[config.mk]
export PLATFORM = sky130hd
export DESIGN_NAME = tgr_front
export DESIGN_NICKNAME = d
export VERILOG_FILES = /design/src/sv/tgr_pkg.sv /design/src/sv/tgr_front.sv
export SDC_FILE = /design/constraint.sdc
export NUM_CORES = 1
export LEC_CHECK = 0
export BUFFER_PORTS_ARGS = -buffer_cell sky130_fd_sc_hd__buf_2
export CORE_MARGIN = 8
export CORE_UTILIZATION = 45
export CTS_BUF_LIST = sky130_fd_sc_hd__clkbuf_4 sky130_fd_sc_hd__clkbuf_8 sky130_fd_sc_hd__clkbuf_16
export DETAILED_ROUTE_END_ITERATION = 7
export GPL_TIMING_DRIVEN = 0
export PLACE_DENSITY = 0.8
export SYNTH_ARGS = -nofsm -noshare
export SYNTH_HDL_FRONTEND = slang
export SYNTH_SLANG_ARGS = --single-unit
export TNS_END_PERCENT = 100
[constraint.sdc]
create_clock -name clk_i -period 11 [get_ports clk_i]
set_clock_uncertainty 0.2 [all_clocks]
set_input_delay 1.1 -clock clk_i [delete_from_list [all_inputs] [get_ports clk_i]]
set_output_delay 1.1 -clock clk_i [all_outputs]
set_load 0.005 [all_outputs]
[src/sv/tgr_pkg.sv]
// Shared types, constants and helpers of the text glyph renderer.
`timescale 1ns / 1ps

package tgr_pkg;

  // Default font geometry
  localparam int DEF_CHAR_WIDTH      = 8;
  localparam int DEF_CHAR_HEIGHT     = 8;
  localparam int DEF_LAST_GLYPH_CODE = 140;

  // Glyph store address, wide enough for the largest legal geometry
  localparam int GLYPH_ADDR_W = 13;

  // Depth of the queue between front and back
  localparam int CMD_DEPTH = 2;

  localparam logic [7:0]  NEWLINE_CODE = 8'd10;
  localparam logic [15:0] COUNT_MAX    = 16'hFFFF;
  localparam logic signed [12:0] CURSOR_MAX = 13'sd2047;

  // Item function codes
  localparam logic FUNC_DRAW = 1'b0;
  localparam logic FUNC_LOAD = 1'b1;

  // Configuration register indexes
  localparam logic [1:0] CFG_WRAP_ENABLE = 2'd0;
  localparam logic [1:0] CFG_X_LIMIT     = 2'd1;
  localparam logic [1:0] CFG_Y_LIMIT     = 2'd2;
  localparam logic [1:0] CFG_TRANSP      = 2'd3;

  typedef enum logic [1:0] {
    CMD_LOAD,
    CMD_SKIP,
    CMD_DRAW
  } cmd_kind_e;

  typedef struct packed {
    logic        wrap_enable;
    logic [10:0] x_limit;
    logic [10:0] y_limit;
    logic [31:0] transparent_color;
  } cfg_t;

  typedef struct packed {
    cmd_kind_e               kind;
    logic [GLYPH_ADDR_W-1:0] addr;   // glyph row to write, or first glyph row
    logic [7:0]              bits;   // row bits for a load
    logic signed [11:0]      x;
    logic signed [11:0]      y;
    logic [31:0]             fg;
    logic [31:0]             bg;
    logic [15:0]             count;
  } cmd_t;

  // Cursor advance, saturating at the top of the cursor range
  function automatic logic signed [11:0] tgr_sat_add(logic signed [11:0] a,
                                                     logic [4:0] step);
    logic signed [12:0] s;
    s = {a[11], a} + {8'd0, step};
    return (s > CURSOR_MAX) ? CURSOR_MAX[11:0] : s[11:0];
  endfunction

endpackage

[src/sv/tgr_front.sv]
// Front end: accepts items, runs the text cursor and classifies each item.
`timescale 1ns / 1ps

module tgr_front #(
  parameter int CHAR_WIDTH      = tgr_pkg::DEF_CHAR_WIDTH,
  parameter int CHAR_HEIGHT     = tgr_pkg::DEF_CHAR_HEIGHT,
  parameter int LAST_GLYPH_CODE = tgr_pkg::DEF_LAST_GLYPH_CODE
) (
  input  logic               clk_i,
  input  logic               rst_ni,
  input  tgr_pkg::cfg_t      cfg_i,
  input  logic               push_i,
  input  logic               full_i,
  input  logic               func_i,
  input  logic [7:0]         code_i,
  input  logic               first_char_i,
  input  logic               last_char_i,
  input  logic               use_saved_i,
  input  logic signed [11:0] start_x_i,
  input  logic signed [11:0] start_y_i,
  input  logic [31:0]        fg_color_i,
  input  logic [31:0]        bg_color_i,
  input  logic [10:0]        row_index_i,
  input  logic [7:0]         row_bits_i,
  output logic               cmd_push_o,
  output tgr_pkg::cmd_t      cmd_o
);
  import tgr_pkg::*;

  localparam int GLYPH_DEPTH   = (LAST_GLYPH_CODE + 2) * CHAR_HEIGHT;
  localparam int FALLBACK_BASE = (LAST_GLYPH_CODE + 1) * CHAR_HEIGHT;

  logic signed [11:0] cur_x_q, cur_y_q, sav_x_q, sav_y_q;
  logic [15:0]        cnt_q;
  logic               uses_q;

  logic signed [11:0] cx, cy, org_x, org_y, xl, yl;
  logic [15:0]        cnt;
  logic               uses, nl, skip, accept, load_ok;
  logic [GLYPH_ADDR_W-1:0] base;

  assign accept  = push_i && !full_i;
  assign xl      = {1'b0, cfg_i.x_limit};
  assign yl      = {1'b0, cfg_i.y_limit};
  assign load_ok = (32'(row_index_i) < GLYPH_DEPTH);
  assign nl      = (code_i == NEWLINE_CODE);

  always_comb begin
    uses = uses_q;
    cx   = cur_x_q;
    cy   = cur_y_q;
    cnt  = cnt_q;
    if (first_char_i) begin
      uses = use_saved_i;
      cx   = use_saved_i ? sav_x_q : start_x_i;
      cy   = use_saved_i ? sav_y_q : start_y_i;
      cnt  = '0;
    end
    if (cnt != COUNT_MAX) begin
      cnt = cnt + 16'd1;
    end
    if ((cfg_i.wrap_enable && cx > xl) || nl) begin
      cy = tgr_sat_add(cy, 5'(CHAR_HEIGHT));
      cx = '0;
    end
    if (cfg_i.wrap_enable && cy > yl) begin
      cy = '0;
    end
    skip = nl || (!cfg_i.wrap_enable && (cx > xl || cy > yl)) || cx[11] || cy[11];
    org_x = cx;
    org_y = cy;
    if (!skip) begin
      cx = tgr_sat_add(cx, 5'(CHAR_WIDTH));
    end
  end

  // Glyph base row: loaded glyph, or the fallback glyph above the last code
  assign base = (32'(code_i) <= LAST_GLYPH_CODE) ?
                GLYPH_ADDR_W'(code_i) * GLYPH_ADDR_W'(CHAR_HEIGHT) :
                GLYPH_ADDR_W'(FALLBACK_BASE);

  always_comb begin
    cmd_o       = '0;
    cmd_o.fg    = fg_color_i;
    cmd_o.bg    = bg_color_i;
    cmd_o.count = cnt;
    cmd_o.x     = org_x;
    cmd_o.y     = org_y;
    if (func_i == FUNC_LOAD) begin
      cmd_o.kind = CMD_LOAD;
      cmd_o.addr = GLYPH_ADDR_W'(row_index_i);
      cmd_o.bits = row_bits_i;
    end else if (skip) begin
      cmd_o.kind = CMD_SKIP;
    end else begin
      cmd_o.kind = CMD_DRAW;
      cmd_o.addr = base;
    end
  end

  // Out-of-range row loads are dropped here
  assign cmd_push_o = accept && ((func_i == FUNC_DRAW) || load_ok);

  always_ff @(posedge clk_i or negedge rst_ni) begin
    if (!rst_ni) begin
      cur_x_q <= '0;
      cur_y_q <= '0;
      sav_x_q <= '0;
      sav_y_q <= '0;
      cnt_q   <= '0;
      uses_q  <= 1'b0;
    end else if (accept && func_i == FUNC_DRAW) begin
      cur_x_q <= cx;
      cur_y_q <= cy;
      cnt_q   <= cnt;
      uses_q  <= uses;
      if (last_char_i && uses) begin
        sav_x_q <= cx;
        sav_y_q <= cy;
      end
    end
  end

endmodule

==> impl_metrics.json <==
{
  "portBuffers": 205,
  "required_ns": 9.70,
  "die_w_um": 133.6,
  "die_h_um": 133.6,
  "ant_nets": 0,
  "finalSetupViolations": 0,
  "hold_depth": 2,
  "clock_latency_ns": 0.33,
  "syn_area_sq_um": 6225,
  "yosys.cell_types.count": 61,
  "clock.fmax_mhz": 97.82,
  "viasPerCell": 5.527,
  "cp_max_fo": 10,
  "ys_seq_area_share_pct": 26.13,
  "crit_type": "input port to output port",
  "ir_worst_vdd_mv": 0.07190,
  "final_cell_mix": "buf_2, nor2_1, nand2_1, buf_4, dfrtp_1",
  "crit_top_cell": "buf_2",
  "wl_per_cell_um": 18.12,
  "ys_ff_latch": 65,
  "postSynthAreaPerCell_sq_um": 7.980,
  "synth_warnings": 0,
  "rows": 43,
  "multi_input_area_sq_um": 3732,
  "start_kind": "input port",
  "fillers": 1305,
  "synth_edf_count": 0,
  "stdcell_area_sq_um": 7831,
  "nets": 1225,
  "layout_commonest_cell": "buf_2",
  "grt_pass1_vias": 6766,
  "antenna_found_initial": 1,
  "synth-async-reset-ratio_pct": 100.0,
  "syn-instance-count": 780,
  "max_cap_violations": 0,
  "p_leak_nw": 4.029,
  "finalCritPeriodShare_pct": 92.93,
  "tritoncts": "yes",
  "tns_ns": 0,
  "numCtsBuffers": 9,
  "end_kind": "output port",
  "clock-sinks": 65,
  "grt_max_degree": 66,
  "drc": 0,
  "routed-via-count": 6549,
  "overflow": 0,
  "ios": 306,
  "drive_gt1_share_pct": 33.90,
  "start_util_pct": 45.37,
  "status": "completed",
  "ff2ff_path_depth": 32,
  "dp_hpwl_mm": 17.51,
  "slew_headroom_pct": 40.36,
  "track_usage_pct": 23.30,
  "synthFlopType": "dfrtp_1",
  "rsz0062_at_grt": "no",
  "area_delta_synth_final_pct": 25.81,
  "root_buffer": "clkbuf_16",
  "drtPass1Iterations": 5,
  "seqCellArea_sq_um": 1627,
  "die_area_sq_um": 17850,
  "path_clk_slew_ns": 0.06,
  "clock_path_buffers": 2,
  "worst_slew_pin_slew_ns": 0.8914,
  "wl_mm": 21.48,
  "h-tree-depth": 3,
  "place_area_sq_um": 7482,
  "finalMaxSlewViolations": 0,
  "drt_iter0_markers": 469,
  "cpPeakStageDelay_ns": 0.52,
  "hold_path_class": "flop to flop",
  "routabilityCongestion": 0.9545,
  "hold_viol_final": 0,
  "grt_pass1_wl_mm": 33.75,
  "core-area_sq_um": 13720,
  "power_density_nw_per_um2": 150.4,
  "period_minus_slack_ns": 10.22,
  "worst_path_max_delay_cell": "or4_1",
  "cp.arrival_ns": 8.92,
  "cts_hold_buf": 0
}
[worst max-delay path, delay by kind of cell]
| family | cells | cell delay, ns |
|---|---|---|
| and+or+nand+nor | 12 | 2.41 |
| AOI/OAI and AO/OA | 7 | 1.98 |
| buffers and inverters | 11 | 2.11 |
| muxes | 1 | 0.37 |
| adders and majority gates | 3 | 0.93 |
[registers in the layout, summed over array words and instances, names as in the netlist]
register / cells
uses_q: 1
sav_y_q: 12
cur_y_q: 12
cur_x_q: 12
cnt_q: 16
sav_x_q: 12
[routing by layer]
| metal | vias up | wire length (um) | track usage [%] |
|---|---|---|---|
| met1 | 3063 | 8128 | 25.69 |
| met2 | 338 | 10740 | 41.61 |
| met3 | 40 | 2063 | 6.739 |
| li1 | 3108 | - | - |
| met4 | 0 | 544 | 8.297 |
| met5 | - | 0 | 0 |
[timing repair]
item,4_1_cts,5_1_grt
gates resized for setup,0,3
setup buffers,0,1
endpoints found under the setup margin,0,7
[synth_stat cells (all sizes together), types with 5 or more instances]
cell type / instances / area [sq um]
a211oi: 7 / 57.55
a21o: 11 / 82.58
a21oi: 46 / 252.7
a31oi: 25 / 156.4
and2: 12 / 75.07
and3: 10 / 62.56
buf: 83 / 618.1
clkbuf: 21 / 78.83
dfrtp: 65 / 1627
ha: 49 / 613.1
inv: 49 / 183.9
mux2: 15 / 168.9
mux2i: 33 / 330.3
nand2: 73 / 274.0
nand2b: 8 / 50.05
nand3: 20 / 100.1
nand4: 16 / 106.4
nor2: 88 / 330.3
nor2b: 10 / 62.56
nor3: 10 / 50.05
nor4: 6 / 43.79
o21ai: 35 / 175.2
o31ai: 14 / 105.1
or2: 7 / 43.80
or3: 5 / 31.28
xnor2: 17 / 148.9
[cell families (layout without fill, tap and decap cells)]
group / Yosys count / count (layout) / share of synthesized area (%)
AO/OA/AOI/OAI: 168 / 168 / 17.75
XOR/XNOR: 19 / 19 / 2.673
adder cells (fa/ha/maj): 49 / 49 / 9.849
buffers and inverters: 153 / 375 / 14.15
flip-flops: 65 / 65 / 26.13
multiplexers: 48 / 48 / 8.020
other: 1 / 4 / 0.06024
AND/OR/NAND/NOR: 277 / 277 / 21.37
[through the flow]
step           cells  setup WS [ns]  hold WS, ns  total power [mW]  utilization [%]
2_1_floorplan    781          2.291       0.2444            0.6803                -
3_3_place_gp    1166         0.5021       0.2575            0.8374            54.52
3_5_place_dp    1166         0.4585       0.2700            0.8565            54.54
4_1_cts         1182         0.3824       0.2825             1.173            56.91
5_1_grt         1184         0.2067       0.3072             1.261            57.06
6_report        1185         0.7772       0.2758             1.178            57.08
[where the power goes]
part	switching, mW	leakage [nW]	internal (mW)	total (mW)
clock	0.111	0.152	0.202	0.313
combinational	0.306	3.07	0.221	0.528
sequential	0.0347	0.802	0.303	0.338
total	0.452	4.03	0.726	1.18
[final cells by class]
| class | count | area share, % |
|---|---|---|
| inverters | 49 | 2.349 |
| plain buffers | 104 | 8.899 |
| multi-input cells | 563 | 47.66 |
| diodes | 2 | 0.06391 |
| clock inverters | 6 | 1.182 |
| flip-flops and latches | 65 | 20.77 |
| clock buffers | 10 | 2.972 |
| repair buffers | 206 | 13.23 |
| well taps | 180 | 2.876 |
[final timing paths]
check / start / endpoint / slack, ns
setup / recovery: first_char_i / cmd_o[118] / 0.78
hold / removal: sav_y_q[3] / sav_y_q[3] / 0.28
setup reg to reg: sav_x_q[6] / cur_x_q[4] / 2.75
hold reg to reg: sav_y_q[3] / sav_y_q[3] / 0.28
max in group asynchronous: rst_ni / cur_y_q[7] / 9.36
min in group asynchronous: rst_ni / cnt_q[2] / 0.66
No activity file was read; power rests on OpenSTA's default activity.
