## config.mk

```make
export PLATFORM = sky130hd
export DESIGN_NAME = tgr_fifo
export DESIGN_NICKNAME = d
export VERILOG_FILES = /design/src/sv/tgr_pkg.sv /design/src/sv/tgr_fifo.sv
export SDC_FILE = /design/constraint.sdc
export NUM_CORES = 1
export LEC_CHECK = 0
export ABC_AREA = 1
export BUFFER_PORTS_ARGS = -buffer_cell sky130_fd_sc_hd__buf_2
export CAP_MARGIN = 40
export CORE_MARGIN = 2
export CORE_UTILIZATION = 52
export DETAILED_ROUTE_END_ITERATION = 12
export PLACE_DENSITY = 0.84
export SLEW_MARGIN = 40
export SYNTH_ARGS = -nofsm -noshare
export SYNTH_HDL_FRONTEND = slang
export SYNTH_SLANG_ARGS = --single-unit
```

## constraint.sdc

```tcl
create_clock -name clk_i -period 8.6 [get_ports clk_i]
set_input_delay 0.86 -clock clk_i [delete_from_list [all_inputs] [get_ports clk_i]]
set_output_delay 0.86 -clock clk_i [all_outputs]
set_load 0.01 [all_outputs]
```

## src/sv/tgr_pkg.sv

```systemverilog
// Shared types, constants and helpers of the text glyph renderer.
`timescale 1ns / 1ps

package tgr_pkg;

  // Default font geometry
  localparam int DEF_CHAR_WIDTH      = 8;
  localparam int DEF_CHAR_HEIGHT     = 8;
  localparam int DEF_LAST_GLYPH_CODE = 140;

  // Glyph store address, wide enough for the largest legal geometry
  localparam int GLYPH_ADDR_W = 13;

  // Depth of the queue between front and back
  localparam int CMD_DEPTH = 2;

  localparam logic [7:0]  NEWLINE_CODE = 8'd10;
  localparam logic [15:0] COUNT_MAX    = 16'hFFFF;
  localparam logic signed [12:0] CURSOR_MAX = 13'sd2047;

  // Item function codes
  localparam logic FUNC_DRAW = 1'b0;
  localparam logic FUNC_LOAD = 1'b1;

  // Configuration register indexes
  localparam logic [1:0] CFG_WRAP_ENABLE = 2'd0;
  localparam logic [1:0] CFG_X_LIMIT     = 2'd1;
  localparam logic [1:0] CFG_Y_LIMIT     = 2'd2;
  localparam logic [1:0] CFG_TRANSP      = 2'd3;

  typedef enum logic [1:0] {
    CMD_LOAD,
    CMD_SKIP,
    CMD_DRAW
  } cmd_kind_e;

  typedef struct packed {
    logic        wrap_enable;
    logic [10:0] x_limit;
    logic [10:0] y_limit;
    logic [31:0] transparent_color;
  } cfg_t;

  typedef struct packed {
    cmd_kind_e               kind;
    logic [GLYPH_ADDR_W-1:0] addr;   // glyph row to write, or first glyph row
    logic [7:0]              bits;   // row bits for a load
    logic signed [11:0]      x;
    logic signed [11:0]      y;
    logic [31:0]             fg;
    logic [31:0]             bg;
    logic [15:0]             count;
  } cmd_t;

  // Cursor advance, saturating at the top of the cursor range
  function automatic logic signed [11:0] tgr_sat_add(logic signed [11:0] a,
                                                     logic [4:0] step);
    logic signed [12:0] s;
    s = {a[11], a} + {8'd0, step};
    return (s > CURSOR_MAX) ? CURSOR_MAX[11:0] : s[11:0];
  endfunction

endpackage

```

## src/sv/tgr_fifo.sv

```systemverilog
// Short command queue between the front and the back of the renderer.
`timescale 1ns / 1ps

module tgr_fifo (
  input  logic           clk_i,
  input  logic           rst_ni,
  input  logic           wr_en_i,
  input  tgr_pkg::cmd_t  wr_data_i,
  output logic           full_o,
  input  logic           rd_en_i,
  output tgr_pkg::cmd_t  rd_data_o,
  output logic           empty_o
);
  import tgr_pkg::*;

  localparam int PTR_W = (CMD_DEPTH > 1) ? $clog2(CMD_DEPTH) : 1;
  localparam int CNT_W = $clog2(CMD_DEPTH + 1);

  cmd_t             ent_q [CMD_DEPTH];
  logic [PTR_W-1:0] wptr_q, rptr_q;
  logic [CNT_W-1:0] cnt_q;
  logic             do_wr, do_rd;

  assign full_o    = (cnt_q == CNT_W'(CMD_DEPTH));
  assign empty_o   = (cnt_q == '0);
  assign do_wr     = wr_en_i && !full_o;
  assign do_rd     = rd_en_i && !empty_o;
  assign rd_data_o = ent_q[rptr_q];

  always_ff @(posedge clk_i) begin
    if (do_wr) begin
      ent_q[wptr_q] <= wr_data_i;
    end
  end

  always_ff @(posedge clk_i or negedge rst_ni) begin
    if (!rst_ni) begin
      wptr_q <= '0;
      rptr_q <= '0;
      cnt_q  <= '0;
    end else begin
      if (do_wr) begin
        wptr_q <= (wptr_q == PTR_W'(CMD_DEPTH - 1)) ? '0 : wptr_q + 1'b1;
      end
      if (do_rd) begin
        rptr_q <= (rptr_q == PTR_W'(CMD_DEPTH - 1)) ? '0 : rptr_q + 1'b1;
      end
      if (do_wr && !do_rd) begin
        cnt_q <= cnt_q + 1'b1;
      end else if (do_rd && !do_wr) begin
        cnt_q <= cnt_q - 1'b1;
      end
    end
  end

endmodule

```

==> impl_metrics.py, run 1 <==
metrics = {
    "outcome": {
        "outcome": "finished, final reports clean",
    },
    "logic_synthesis": {
        "synth_xor_area_frac": 0.0009125,
        "synthAdderAreaFrac": 0.001304,
        "synth_simple_gate_area_frac": 0.1560,
        "syn_area_um2": 9598,
        "synth_nets": 827,
        "avgSynthCellArea_um2": 13.81,
        "ys_warn_count": 0,
        "synth.distinct_cells": 14,
        "ys_seq_area_frac": 0.8051,
        "synth_top_family_by_area": "simple AND/OR/NAND/NOR gates",
        "synthMuxAreaShare": 0,
        "synth_compound_area_frac": 0.001043,
        "syn_inst": 695,
        "ys_ff_latch": 258,
    },
    "cells_and_area": {
        "stdcell_area_um2": 11650,
        "final_common_cell": "nand2_1",
        "num-nets-final": 1090,
        "seq_area_um2": 7731,
        "final_cell_mix": "nand2_1 (390), buf_2 (259), edfxtp_1 (254)",
        "fin_util": 0.6461,
        "area_growth_syn_to_layout_pct": 21.34,
        "drive_above_1_share": 0.3035,
        "n_fill_cell": 1357,
        "fin_cells": 1204,
        "multi_input_area_um2": 1536,
    },
    "pwr": {
        "p_total_mw": 4.006,
        "p_leak_nw": 5.033,
        "pwr_density_cell_nw_per_um2": 344.0,
        "pwr-share-clk": 0.242,
        "power.internal_mw": 2.664,
        "p_comb_frac": 0.300,
        "p_seq_frac": 0.458,
        "ir_drop_mv": 0.3093,
        "switching_share": 0.3349,
        "p_switching_mw": 1.342,
    },
    "sta": {
        "maxSlewHeadroom": 0.4583,
        "drv_slew": 0,
        "fmax_mhz": 256.3,
        "finalCritPeriodShare": 0.4537,
        "worst_pin_slew_ns": 0.8125,
        "finalCriticalPeriod_ns": 3.902,
        "finClkSkew_ns": 0.007469,
        "setup_tns_ns": 0,
        "rsz0062_at_grt": "false",
        "setup_viol": 0,
        "setup_ws_ns": 4.698,
        "holdWs_ns": 0.1636,
        "hold_viol_final": 0,
    },
    "routing": {
        "dr_wl_met2_mm": 9.801,
        "wl_per_cell_um": 16.03,
        "dr.pass1.iters": 4,
        "vias_per_cell": 4.922,
        "met3_length_mm": 1.565,
        "postRouteAntennaNets": 0,
        "wl_met1_mm": 7.352,
        "vias": 5926,
        "drt_wl_total_mm": 19.30,
        "top_layer": "met5",
        "drtIter0Drc": 313,
        "remaining_drc_errors": 0,
    },
    "critical_path": {
        "cp_data_required_time_ns": 7.74,
        "crit_path_start_kind": "flop",
        "r2r-start": "cnt_q[0]",
        "arrival_ns": 3.04,
        "crit_fanout": 71,
        "crit_start": "rptr_q",
        "worst-setup-path-type": "flop to output port",
        "end_kind": "output port",
    },
    "clock_network": {
        "cts_buffers": 25,
        "clk_pin_slew_worst_paths_ns": 0.06,
        "insertion_delay_ns": 0.50,
        "cts_max_level": 1,
        "cts_resized": 0,
        "cts_tree": "yes",
        "hold_buffers": 0,
        "postCtsSetupRepairBufs": 0,
        "root_buffer": "clkbuf_16",
        "clock_path_buffers": 3,
        "cts_sinks": 258,
    },
    "die": {
        "die_h_um": 139.9,
        "coreArea_um2": 18020,
        "std_cell_rows": 49,
        "initial_utilization": 0.5325,
        "dieWidth_um": 139.9,
        "ios": 260,
        "dieArea_um2": 19560,
    },
    "global_routing": {
        "track_usage": 0.1919,
        "grt_max_degree": 72,
        "antenna_found_initial": 2,
        "grt_pass1_wl_mm": 29.53,
        "first_global_vias": 5914,
        "grt_overflow": 0,
    },
    "worst_hold_path": {
        "hold_class": "input port to asynchronous set/reset pin",
    },
    "placed_design": {
        "dp_cells": 1160,
        "post-dp-hpwl_mm": 12.33,
        "dp_slack_ns": 5.059,
        "place_area_um2": 10930,
        "gp_congestion": 0.7542,
        "port_buffers": 259,
    },
    "run": {
        "max-cap-violations": 0,
    },
}
routing by layer:
metal  GRT usage  vias to the layer above
li1            -                     2867
met3     0.05196                       47
met2      0.3374                      224
met4     0.06263                        2
met5           0                        -
met1      0.2310                     2786
power by group through the flow:
stage          combinational, mW  clock, mW  sequential, mW
2_1_floorplan              0.844          0            1.84
4_1_cts                     1.23      0.992            1.84
3_5_place_dp                1.22          0            1.86
5_1_grt                     1.34       1.04            1.86
3_3_place_gp                1.19          0            1.85
6_report                    1.20      0.968            1.83
cell usage after synthesis:
library cell,instances,area [µm²]
nand4_1,1,6.260
nand2_1,390,1464
buf_4,1,7.510
buf_6,27,304.0
ha_1,1,12.51
nand3b_1,1,7.510
nor2_1,4,15.01
dfrtp_1,4,100.1
inv_2,1,3.750
xnor2_1,1,8.760
inv_1,7,26.28
edfxtp_1,254,7627
o21ai_0,2,10.01
nand3_1,1,5.000
cell families after synthesis:
kind of cell / Yosys count
flip-flops: 258
XOR/XNOR: 1
AO/OA/AOI/OAI: 2
adder cells (fa/ha/maj): 1
AND/OR/NAND/NOR: 397
buffers and inverters: 36
worst max-delay path, cell delays in order, from the launching register on:
cell and delay, ns:
dfrtp_4 0.77, inv_4 0.60, buf_4 0.71, nand2_1 0.14
nand2_1 0.12, buf_2 0.13
worst paths after layout:
path	to	slack, ns	cells after the start
max	rd_data_o[66]	4.70	5
max reg2reg	ent_q[1][53]	5.54	4
min in group clk_i	wptr_q	0.50	2
min	wptr_q	0.16	1
min reg2reg	wptr_q	0.50	2
max in group asynchronous	rptr_q	8.29	1
registers in the layout, indices dropped and copies added, names as in the netlist:
signal,count
wptr_q,1
ent_q,254
rptr_q,1
cnt_q,2
layout make-up:
cell class | count | area share
tap | 229 | 0.02460
sequential | 258 | 0.6638
timing repair buffer | 264 | 0.1145
inverter | 8 | 0.003223
clock buffer | 32 | 0.05597
multi-input combinational | 401 | 0.1319
clock inverter | 9 | 0.005264
antenna | 3 | 0.0006446
Note: power is estimated with default switching activity, not from simulation.
==> run 2: changes to the inputs <==
- clock period: 8.6 -> 3.9 ns (I/O delays scaled with it)
==> run 2 against run 1 <==
  * Count of clock-buffer cells in the layout decreased by 1
  * Sequential power increased by 120%
  * Power increased by 120%
  * Worst hold slack got worse by 0.098 ns
  * Register-to-register slack got worse by 3.8 ns
  * Non-clock buffer count increased by 3
  * Global-route usage decreased by 0.44 points
  * First-iteration DRC count decreased by 0.32%
  * Clock skew decreased by 0.0014 ns
  * Wire length decreased by 2.2%
  * Largest cell class unchanged
==> impl_metrics.py, run 2 (synthesis results as in run 1) <==
metrics = {
    "clock_network": {
        "cts_max_level": 1,
        "cts_resized": 0,
        "clk_pin_slew_worst_paths_ns": 0.06,
        "clock_path_buffers": 3,
        "insertion_delay_ns": 0.51,
        "cts_tree": "yes",
        "cts_sinks": 258,
        "postCtsSetupRepairBufs": 0,
        "root_buffer": "clkbuf_16",
        "cts_buffers": 26,
    },
    "global_routing": {
        "grt_max_degree": 83,
        "grt_pass1_wl_mm": 29.15,
        "track_usage": 0.1875,
        "grt_overflow": 0,
        "antenna_found_initial": 1,
        "first_global_vias": 5909,
    },
    "critical_path": {
        "worst_path_dominant_cell_family": "buffers and inverters",
        "worst-setup-path-type": "flop to output port",
        "slowest_stage": "dfrtp_4",
        "arrival_ns": 2.44,
        "end_kind": "output port",
        "cp_common_cell": "nand2_1",
        "max_stage_delay_ns": 0.69,
        "rr_endpoint": "ent_q[0][26]",
        "crit_chain": "inv_4, buf_4, nand2_1, nand2_1, buf_2",
        "cp_data_required_time_ns": 3.51,
        "cp_num_buf_inv": 3,
        "r2r_cells": 6,
        "ff2ff_setup_slack_ns": 1.71,
        "crit_path_start_kind": "flop",
        "crit_fanout": 48,
        "r2r-start": "cnt_q[1]",
    },
    "worst_hold_path": {
        "min_path_cells": 1,
        "min_from": "wr_data_i[25]",
        "hold_class": "input port to flop",
        "hold_end": "ent_q[0][25]",
    },
    "outcome": {
        "outcome": "finished, final reports clean",
    },
    "sta": {
        "maxSlewHeadroom": 0.5028,
        "setup_ws_ns": 1.074,
        "drv_slew": 0,
        "finalCritPeriodShare": 0.7245,
        "finalCriticalPeriod_ns": 2.826,
        "worst_pin_slew_ns": 0.7458,
        "setup_viol": 0,
        "fmax_mhz": 353.9,
        "rsz0062_at_grt": "false",
        "finClkSkew_ns": 0.006053,
        "hold_viol_final": 0,
        "setup_tns_ns": 0,
        "holdWs_ns": 0.06531,
    },
    "placed_design": {
        "post-dp-hpwl_mm": 12.17,
        "port_buffers": 259,
        "gp_congestion": 0.7774,
        "place_area_um2": 10970,
        "dp_slack_ns": 1.493,
    },
    "cells_and_area": {
        "final_cell_mix": "nand2_1 (390), buf_2 (259), edfxtp_1 (254)",
        "stdcell_area_um2": 11760,
        "num-nets-final": 1094,
        "largest_reg_flops": 254,
        "reg.largest.list": "ent_q x254, cnt_q x2",
        "area_growth_syn_to_layout_pct": 22.53,
        "drive_above_1_share": 0.3108,
        "n_fill_cell": 1326,
        "final_common_cell": "nand2_1",
        "regMostFlops": "ent_q",
    },
    "routing": {
        "drt_wl_total_mm": 18.88,
        "drtIter0Drc": 312,
        "dr.pass1.iters": 4,
        "remaining_drc_errors": 0,
        "wl_per_cell_um": 15.63,
        "vias": 5926,
        "vias_per_cell": 4.906,
        "postRouteAntennaNets": 0,
    },
    "run": {
        "max-cap-violations": 0,
    },
    "die": {
        "dieArea_um2": 19560,
        "initial_utilization": 0.5325,
        "die_h_um": 139.9,
        "coreArea_um2": 18020,
        "std_cell_rows": 49,
        "dieWidth_um": 139.9,
        "ios": 260,
    },
    "pwr": {
        "p_total_mw": 8.974,
        "pwr_density_cell_nw_per_um2": 763.1,
        "p_leak_nw": 5.098,
        "ir_drop_mv": 0.7078,
    },
}
==> run 2: worst max path at each step <==
stage,start,endpoint,slack [ns],depth (start not counted)
3_3_place_gp,rptr_q,rd_data_o[102],1.52,4
5_1_grt,rptr_q,rd_data_o[34],0.92,5
6_report,rptr_q,rd_data_o[40],1.07,5
2_1_floorplan,cnt_q[1],ent_q[0][0],0.21,5
3_5_place_dp,rptr_q,rd_data_o[85],1.49,4
4_1_cts,rptr_q,rd_data_o[85],0.95,4
==> run 2: through the flow <==
| step | std cells | util |
|---|---|---|
| global route | 1207 | 0.6523 |
| finish | 1208 | 0.6524 |
| floorplan | 695 | - |
| CTS | 1207 | 0.6521 |
| detailed placement | 1162 | 0.6084 |
| global placement | 1162 | 0.6082 |
==> run 2: worst reg2reg max path, stage by stage (launching register included) <==
cell and delay (ns):
dfrtp_1 0.41, inv_1 0.10, nor2_1 0.06, nor2_1 0.17, nand2_1 0.13, inv_4 0.44
buf_4 0.51
==> run 2: area by class of cell <==
type | count | area [µm²] | area share
Sequential cell | 258 | 7731 | 0.6574
Clock inverter | 13 | 86.33 | 0.007341
Antenna cell | 1 | 2.502 | 0.0002128
Tap cell | 229 | 286.5 | 0.02436
Inverter | 8 | 35.03 | 0.002979
Clock buffer | 31 | 690.7 | 0.05873
Timing Repair Buffer | 267 | 1391 | 0.1183
Multi-Input combinational cell | 401 | 1536 | 0.1307
==> run 2: report_power, final <==
group / switching (mW) / total [mW] / internal, mW
Sequential: 0.216 / 4.00 / 3.78
Combinational: 1.83 / 2.72 / 0.892
Clock: 0.939 / 2.25 / 1.32
==> run 2: per-layer routing <==
metal  routed length, µm  vias up  track usage  part of all wire
met4                 542        2      0.06632             0.029
met5                  13        -            0           0.00069
li1                    -     2879            -                 -
met2                9594      218       0.3230              0.51
met3                1508       48      0.05265             0.080
met1                7218     2779       0.2282              0.38
==> run 2: repair_timing <==
| item | CTS | global route |
|---|---|---|
| endpoints found under the hold margin | 4 | 0 |
| hold buffers | 1 | 0 |
| setup endpoints to repair | 0 | 0 |
==> run 3: changes to the inputs <==
- clock period: 3.9 -> 2.7 ns (I/O delays scaled with it)
==> run 3 against run 2 <==
  * First-iteration DRC count increased by 23%
  * Sequential cell count stayed put
  * Highest routed layer is now met4
  * Largest cell class unchanged
  * Clock skew increased by 0.011 ns
  * Count of clock-buffer cells in the layout down 1
  * Global-route usage up 4.1 points
==> impl_metrics.py, run 3 (synthesis results as in run 1) <==
metrics = {
    "critical_path": {
        "arrival_ns": 2.07,
        "cp_data_required_time_ns": 2.43,
        "ff2ff_setup_slack_ns": 1.05,
        "r2r_cells": 6,
        "r2r-start": "cnt_q[1]",
        "end_kind": "output port",
        "crit_path_start_kind": "flop",
        "crit_fanout": 45,
        "rr_endpoint": "ent_q[0][51]",
        "crit_start": "rptr_q",
        "worst-setup-path-type": "flop to output port",
        "crit_path_end": "rd_data_o[86]",
    },
    "pwr": {
        "p_total_mw": 13.51,
        "ir_drop_mv": 0.9084,
        "p_leak_nw": 5.657,
        "pwr_density_cell_nw_per_um2": 1028,
    },
    "cells_and_area": {
        "largest_reg_flops": 254,
        "multi_input_area_um2": 1553,
        "area_growth_syn_to_layout_pct": 36.89,
        "regMostFlops": "ent_q",
        "final_cell_mix": "nand2_1 (389), buf_2 (259), edfxtp_1 (254)",
        "n_antenna_cell": 0,
        "n_fill_cell": 1086,
        "final_common_cell": "nand2_1",
        "reg.largest.list": "ent_q x254, cnt_q x2",
        "drive_above_1_share": 0.2844,
        "num-nets-final": 1225,
        "seq_area_um2": 7732,
    },
    "run": {
        "max-cap-violations": 0,
    },
    "sta": {
        "finalCritPeriodShare": 0.8669,
        "finalCriticalPeriod_ns": 2.341,
        "setup_tns_ns": 0,
        "hold_viol_final": 0,
        "setup_viol": 0,
        "maxSlewHeadroom": 0.5940,
        "worst_pin_slew_ns": 0.6091,
        "drv_slew": 0,
        "rsz0062_at_grt": "false",
        "finClkSkew_ns": 0.01716,
        "fmax_mhz": 427.2,
        "setup_ws_ns": 0.3594,
    },
    "clock_network": {
        "cts_max_level": 1,
        "insertion_delay_ns": 0.52,
        "clk_pin_slew_worst_paths_ns": 0.07,
        "root_buffer": "clkbuf_16",
        "cts_buffers": 25,
        "clock_path_buffers": 3,
        "cts_sinks": 258,
        "cts_tree": "yes",
        "cts_resized": 0,
    },
    "placed_design": {
        "post-dp-hpwl_mm": 12.63,
        "dp_slack_ns": 0.9406,
        "port_buffers": 259,
        "gp_congestion": 0.7534,
    },
    "routing": {
        "vias": 6684,
        "drt_wl_total_mm": 22.94,
        "postRouteAntennaNets": 0,
        "remaining_drc_errors": 0,
        "vias_per_cell": 4.988,
        "drtIter0Drc": 385,
        "wl_per_cell_um": 17.12,
        "dr.pass1.iters": 4,
    },
    "die": {
        "dieArea_um2": 19560,
        "initial_utilization": 0.5325,
        "coreArea_um2": 18020,
        "dieWidth_um": 139.9,
        "die_h_um": 139.9,
        "ios": 260,
        "std_cell_rows": 49,
    },
    "global_routing": {
        "grt_overflow": 0,
        "first_global_vias": 6866,
        "grt_max_degree": 129,
        "antenna_found_initial": 0,
        "grt_pass1_wl_mm": 35.05,
        "track_usage": 0.2283,
    },
    "worst_hold_path": {
        "hold_class": "input port to flop",
        "min_path_cells": 4,
    },
    "outcome": {
        "outcome": "finished, final reports clean",
    },
}
[run 3: what timing repair did]
item / in CTS / in global routing
hold endpoints to repair: 259 / 0
buffers inserted: 0 / 0
hold buffers: 129 / 0
[run 3: worst min path at each step]
stage,to,startpoint
6_report,wptr_q,wr_en_i
4_1_cts,wptr_q,wr_en_i
2_1_floorplan,cnt_q[0],rst_ni
3_3_place_gp,rptr_q,rst_ni
5_1_grt,wptr_q,wr_en_i
3_5_place_dp,cnt_q[1],rst_ni
[run 3: power by group]
| group | internal, mW | switching (mW) |
|---|---|---|
| sequential | 5.46 | 0.251 |
| clock | 1.99 | 1.42 |
| combinational | 1.49 | 2.89 |
| total | 8.94 | 4.56 |
[run 3: worst max-delay path: stages, from the launching register on]
cell and delay, ns:
dfrtp_4 0.50, inv_4 0.37, buf_4 0.31, nand2_1 0.11
nand2_1 0.09, buf_2 0.14
[run 3: per-layer routing]
layer,track usage,up-vias,routed length (µm)
li1,-,3140,-
met1,0.2730,3145,8419
met2,0.4136,337,12070
met3,0.04474,62,1742
met4,0.07895,0,704
met5,0,-,0
[run 3: through the flow]
stage | instances | utilization | hold slack, ns | cell area [µm²]
2_1_floorplan | 695 | - | -0.02559 | 9627
6_report | 1340 | 0.7289 | 0.08489 | 13140
4_1_cts | 1340 | 0.7289 | 0.06418 | 13140
5_1_grt | 1340 | 0.7289 | 0.1182 | 13140
3_5_place_dp | 1166 | 0.6130 | 0.08318 | 11050
3_3_place_gp | 1166 | 0.6130 | 0.08413 | 11050
[run 3: final cells by class]
| class | instances | area share |
|---|---|---|
| Sequential cell | 258 | 0.5885 |
| Multi-Input combinational cell | 401 | 0.1182 |
| Tap cell | 229 | 0.02181 |
| Timing Repair Buffer | 399 | 0.2080 |
| Clock inverter | 15 | 0.01171 |
| Clock buffer | 30 | 0.04904 |
| Inverter | 8 | 0.002762 |
